### config.mk
export PLATFORM = sky130hd
export DESIGN_NAME = kti_ctrl
export DESIGN_NICKNAME = d
export VERILOG_FILES = /design/src/hdl/kti_pkg.sv /design/src/hdl/kti_ctrl.sv
export SDC_FILE = /design/constraint.sdc
export NUM_CORES = 1
export LEC_CHECK = 0
export ABC_AREA = 0
export BUFFER_PORTS_ARGS = -buffer_cell sky130_fd_sc_hd__buf_2
export CORE_UTILIZATION = 49
export DETAILED_ROUTE_END_ITERATION = 10
export PLACE_DENSITY = 0.87
export SLEW_MARGIN = 20
export SYNTH_ARGS = -nofsm -noshare
export SYNTH_HDL_FRONTEND = slang
export SYNTH_SLANG_ARGS = --single-unit
### constraint.sdc
create_clock -name clk -period 2.8 [get_ports clk]
set_input_delay 0.42 -clock clk [delete_from_list [all_inputs] [get_ports clk]]
set_output_delay 0.42 -clock clk [all_outputs]
set_load 0.03 [all_outputs]
### src/hdl/kti_pkg.sv
// ----------------------------------------------------------------------------
// kti_pkg
// Shared codes and controller/datapath interface types for the keyframe
// track interpolator.
// ----------------------------------------------------------------------------
`default_nettype none

package kti_pkg;

  // stored key kinds
  localparam logic [2:0] KIND_FLAG   = 3'd0;
  localparam logic [2:0] KIND_INT    = 3'd1;
  localparam logic [2:0] KIND_SCALAR = 3'd2;
  localparam logic [2:0] KIND_TRIPLE = 3'd3;
  localparam logic [2:0] KIND_QUAD   = 3'd4;
  localparam logic [2:0] KIND_NONE   = 3'd5;

  // input beat opcodes
  localparam logic OP_WRITE = 1'b0;
  localparam logic OP_QUERY = 1'b1;

  // register indexes
  localparam logic REG_VALUE_KIND = 1'b0;
  localparam logic REG_KEY_COUNT  = 1'b1;

  localparam int FRAC_BITS = 16;

  typedef struct packed {
    logic load;
    logic rd_lower;
    logic rd_upper;
    logic search_step;
    logic cap_lower;
    logic cap_upper;
    logic frac_init;
    logic div_step;
    logic mul;
    logic acc;
    logic fin_ok;
    logic fin_fail;
  } kti_cmd_t;

  typedef struct packed {
    logic pre_fail;
    logic len_zero;
    logic lo_zero;
    logic need_div;
    logic div_last;
    logic no_lanes;
    logic lane_last;
  } kti_status_t;

endpackage

`default_nettype wire

### src/hdl/kti_ctrl.sv
// ----------------------------------------------------------------------------
// kti_ctrl
// Controller: sequences search, key fetch, fraction division and lane
// blending for one query.
// ----------------------------------------------------------------------------
`default_nettype none

module kti_ctrl
  import kti_pkg::*;
(
  input  wire logic        clk,
  input  wire logic        rst,
  input  wire logic        query,
  input  wire kti_status_t status,
  output kti_cmd_t         cmd,
  output logic             busy
);

  typedef enum logic [12:0] {
    S_IDLE     = 13'b0000000000001,
    S_CHECK    = 13'b0000000000010,
    S_SRD      = 13'b0000000000100,
    S_SCMP     = 13'b0000000001000,
    S_LORD     = 13'b0000000010000,
    S_HIRD     = 13'b0000000100000,
    S_HICAP    = 13'b0000001000000,
    S_FRAC     = 13'b0000010000000,
    S_DIV      = 13'b0000100000000,
    S_MUL      = 13'b0001000000000,
    S_ACC      = 13'b0010000000000,
    S_FIN_OK   = 13'b0100000000000,
    S_FIN_FAIL = 13'b1000000000000
  } state_t;

  state_t state, state_next;

  always_ff @(posedge clk) begin
    if (rst) begin
      state <= S_IDLE;
    end else begin
      state <= state_next;
    end
  end

  assign busy = state != S_IDLE;

  always_comb begin
    cmd        = '0;
    state_next = state;
    case (state)
      S_IDLE: begin
        if (query) begin
          cmd.load   = 1'b1;
          state_next = S_CHECK;
        end
      end
      S_CHECK: begin
        state_next = status.pre_fail ? S_FIN_FAIL : S_SRD;
      end
      S_SRD: begin
        // ram address is mid by default
        state_next = status.len_zero ? S_LORD : S_SCMP;
      end
      S_SCMP: begin
        cmd.search_step = 1'b1;
        state_next      = S_SRD;
      end
      S_LORD: begin
        if (status.lo_zero) begin
          state_next = S_FIN_FAIL;
        end else begin
          cmd.rd_lower = 1'b1;
          state_next   = S_HIRD;
        end
      end
      S_HIRD: begin
        cmd.cap_lower = 1'b1;
        cmd.rd_upper  = 1'b1;
        state_next    = S_HICAP;
      end
      S_HICAP: begin
        cmd.cap_upper = 1'b1;
        state_next    = S_FRAC;
      end
      S_FRAC: begin
        cmd.frac_init = 1'b1;
        state_next    = S_DIV;
      end
      S_DIV: begin
        if (status.need_div && !status.div_last) begin
          cmd.div_step = 1'b1;
        end else begin
          cmd.div_step = status.need_div;
          state_next   = status.no_lanes ? S_FIN_OK : S_MUL;
        end
      end
      S_MUL: begin
        cmd.mul    = 1'b1;
        state_next = S_ACC;
      end
      S_ACC: begin
        cmd.acc    = 1'b1;
        state_next = status.lane_last ? S_FIN_OK : S_MUL;
      end
      S_FIN_OK: begin
        cmd.fin_ok = 1'b1;
        state_next = S_IDLE;
      end
      S_FIN_FAIL: begin
        cmd.fin_fail = 1'b1;
        state_next   = S_IDLE;
      end
      default: begin
        state_next = S_IDLE;
      end
    endcase
  end

endmodule

`default_nettype wire

Word-level counts from Yosys, hierarchy flattened
Cells that the tools add are included.
{"block": "word_totals", "in_bits": 10, "mem_bits_rw": 0, "wordCells": 42, "latchBits": 0, "rom_bits": 0, "mem_count": 0, "register_bits": 13, "out_inout_bits": 13}
{"block": "classes", "eq_ne": 16, "mux": 22, "shift": 0, "bitwise_logic": 0, "div_mod_pow": 0, "n_reduce_logical": 3, "n_addsub": 0, "multipliers": 0, "order_cmp": 0}
{"cell": "$pmux 13 s11", "count": 1}
{"cell": "$mux 13", "count": 4}
{"cell": "$mux 12", "count": 2}
{"cell": "$mux 1", "count": 14}
{"cell": "$eq 13x1->1 const B", "count": 1}
{"cell": "$eq 13x10->1 const B", "count": 1}
{"cell": "$eq 13x11->1 const B", "count": 1}
{"cell": "$eq 13x12->1 const B", "count": 1}
{"cell": "$eq 13x13->1 const B", "count": 1}
{"cell": "$eq 13x2->1 const B", "count": 1}
{"cell": "$eq 13x3->1 const B", "count": 1}
{"cell": "$eq 13x4->1 const B", "count": 1}
{"cell": "$eq 13x5->1 const B", "count": 1}
{"cell": "$eq 13x6->1 const B", "count": 1}
{"cell": "$eq 13x7->1 const B", "count": 1}
{"cell": "$eq 13x8->1 const B", "count": 1}
{"cell": "$eq 13x9->1 const B", "count": 1}
{"cell": "$ne 13x1->1 const B", "count": 1}
{"cell": "$mux 5", "count": 1}
{"cell": "$ne 2x2->1 const B", "count": 2}
{"cell": "$reduce_and 2->1", "count": 1}
{"cell": "$logic_and 1x1->1", "count": 1}
{"cell": "$logic_not 1->1", "count": 1}

Logic depth before layout (Yosys ltp)
{"block": "logic_depth", "word_depth": 4, "ltp_mapped": 6, "ltp_nobuf": 4}

Least setup slack after synthesis
Ideal clock, no wire load.
{"block": "synth_path", "path_kind": "reg2out", "from": "reg state[3]", "to": "out cmd[9] (netlist bit)", "required_ns": 2.380, "n_path_buf": 2, "stages_incl_launch_ff": 7, "arrival_ns": 2.476, "path_slack_ns": -0.096, "path_cell_list": "dfxtp_1 > buf_6 > or4_4 > or4_4 > or2_4 > nor2_1 > buf_4"}
{"item": "from (decl)", "line_no": "kti_ctrl.sv:35", "text": "state_t state, state_next;"}
{"item": "from (signal assigned)", "line_no": "kti_ctrl.sv:41", "text": "state <= state_next;"}
{"item": "to (decl)", "line_no": "kti_ctrl.sv:15", "text": "output kti_cmd_t cmd,"}

==> results by group <==
Status
  – Outcome: complete, no violations

Logic synthesis
  – Mapped Area: approximately 800 um2
  – Yosys warns: 0
  – Top area cells in the synthesized netlist: dfxtp_1 32%, nor3_1 6.2%, nor4_1 6.2%, nor2_1 4.2%, inv_1 3.3%
  – Mapped Avg Cell Area: around 8.2 um2
  – Synth Net Count: about 110
  – Yosys top cell by area: dfxtp_1
  – Post-synth top area share: around a third
  – Cell count after synthesis: between 90 and 100
  – Sequential area share after synthesis: between 30% and 40%
  – Netlist cell types: 39
  – FF+latch count, synth: 13

Final layout
  – Ant. Diodes: 0
  – Share of cells above drive strength 1: 31.1%
  – Final cell count without fillers: 135
  – Most flops, register: state
  – Final Util: between 60% and 70%
  – Nets: 130
  – Max FFs per register: 13
  – Biggest regs: state x13
  – Area grow syn2layout: 19.3%
  – Layout fillers: ~130

Global routing
  – Total gr overflow: 0
  – Largest net degree at the start of global routing: 11
  – Vias in the first global route: 696
  – Tot GR Track Use: a little over a fifth
  – First-pass GRT wire length: about 2.8 mm
  – Initial antenna violation count: 0

Detailed routing
  – DR pass1 iterations: 4
  – DRT antenna net count: 0
  – Drt via density: around 6.1
  – Initial drt markers: between 40 and 50
  – Routed wire length: 1.80 mm
  – WL/cell: 13.3 um
  – DRC violation count after routing: 0
  – Via Count: between 800 and 900

Pwr
  – Max IR drop VDD: about 240 uV
  – Pwr dens: just over 400 nW/um2
  – Lkg Pwr: about 0.43 nW

Floorplan
  – # rows: 14
  – Initial core utilization: between 50% and 60%
  – Full die area: between 1500 and 2000 um2
  – Die height: 42.5 um
  – Core area: between 1500 and 2000 um2
  – Die Wd: 42.5 um
  – # IOs: 23

Place
  – PortBufs: 22
  – Dpl ws: between 0.2 and 0.3 ns
  – Gp weighted congestion: 0.953
  – Hpwl dp: 1.37 mm
  – Cell count after placement: around 130

Clock network
  – Hold_buf cts: 0
  – Skew-Pair Late Insertion Delay: 0.29 ns
  – Root Driver: clkbuf_4
  – Num Clock Sinks: 13
  – Longest Clk Path Bufs: 2
  – # H-tree levels: 1
  – Clk pin slew, worst setup/hold paths: 0.08 ns
  – CTS Buf Count: 3
  – CTS tree: built

STA
  – Fmax: between 0.3 and 0.4 GHz
  – Worst clock skew: between 0.006 and 0.007 ns
  – Post-route setup slack: between 0.08 and 0.09 ns
  – Final period util: a little under 100%
  – Final setup vio count: 0
  – Least-Margin Pin Slew: roughly 0.55 ns
  – Final Critical Period: about 2.7 ns
  – Final Hold Vio Count: 0
  – Final Max Slew Viols: 0
  – Unrepaired setup endpoints after global routing: no
  – Setup TNS: 0 ns
  – Rel. slew slack: 63.1%

Worst setup path
  – Startpoint Class: flop
  – CP required: between 2 and 2.5 ns
  – CP Capture Type: output port
  – Critical path peak fanout: 10
  – Critical path type: flop to output port
  – Critical path arrival: 2.30 ns

Worst hold path
  – Min-Delay Path Class: primary input to flop

Job
  – Max-Cap Viols: 0
[cells in the mapped netlist]
library cell and instances:
nand3_1 3, nor4b_4 1, buf_2 2, or2b_1 1, xor2_1 2, xnor2_1 1
a41oi_1 1, nor4_1 8, or3_1 2, and3b_1 1, nor4b_1 2, o21ai_0 4
a31o_2 1, o32a_2 1, buf_4 1, and4b_1 2, a22oi_1 2, and2_1 1
nor3_1 10, nor3b_1 1, or4_1 2, inv_1 7, nor2b_1 1, buf_6 1
o21ba_1 1, and3_1 1, nand4_1 2, or4_4 2, nor2_1 9, nand2b_1 3
or2_4 1, clkbuf_1 1, and4_1 1, a21oi_1 2, o21bai_1 1, or2_2 1
dfxtp_1 13, clkbuf_2 1, nand2_1 1
[cell families (layout without fill, tap and decap cells)]
group	count (synthesis)	after routing	synth area share, %
AOI/OAI and AO/OA	13	13	11.4
xor gates and xnor gates	3	3	3.27
buffers and inverters	13	34	7.94
DFF	13	13	32.4
and+or+nand+nor	56	56	45.0
[worst max-delay path, cell delays in order, from the launching register on]
cell and delay [ns]:
dfxtp_4 0.38, or4_4 0.56, or4_4 0.53, or2_4 0.27, nor2_4 0.13, buf_6 0.14
[final cells by class]
class	count	area, um2	share of cell area, %
Sequential cell	13	267	27.8
Tap cell	16	20.0	2.09
Inverter	7	26.3	2.74
Multi-Input combinational cell	72	487	50.8
Clock buffer	4	26.3	2.74
Timing Repair Buffer	23	133	13.8
[through the flow]
stage	cell area (um2)	total power (W)	hold WS [ns]
after floorplan	806	0.000260	0.489
after global placement	906	0.000278	0.562
after detailed placement	906	0.000280	0.568
after CTS	935	0.000399	0.294
after global routing	958	0.000415	0.289
final	958	0.000398	0.280
[where the power goes]
group | switching [W] | internal, W
Sequential | 0.00000922 | 0.000189
Combinational | 0.0000447 | 0.0000355
Clock | 0.0000648 | 0.0000556
Total | 0.000119 | 0.000280
[placed cells by master, fill, tap and decap left out, types with 2 or more instances in the layout]
cell      count
o21ai_0       4
nand2b_1      3
and4b_1       2
buf_4         2
clkbuf_4      3
nor4_1        8
dfxtp_1      10
inv_1         7
nor2_1        8
dfxtp_2       2
xor2_1        2
or4_1         2
buf_2        19
nand3_1       3
a22oi_1       2
a21oi_1       2
nor3_1       10
nand4_1       2
buf_6         2
nor4b_1       2
or4_4         2
or3_1         2
[worst paths after layout]
kind                                  to  slack, ns  cells after the start      start
worst max-delay path              cmd[9]       0.08                      5   state[3]
worst min-delay path            state[3]       0.28                      2  status[5]
worst max register to register  state[7]       0.83                      4   state[3]
worst min register to register  state[2]       0.53                      1   state[0]
[routing by layer]
metal  part of all wire, %  vias up  GRT usage [%]
li1                      -      405              -
met2                    47       44           35.1
met1                    42      370           23.9
met3                   7.8        7           5.17
met4                   3.0        0           11.3
met5                     0        -              0
[timing repair]
action	4_1_cts	5_1_grt
pin swaps	0	1
resized for setup	1	11
gates cloned	0	0
buffers inserted	0	0
endpoints found under the setup margin	3	4
(Power assumes the default switching activity.)
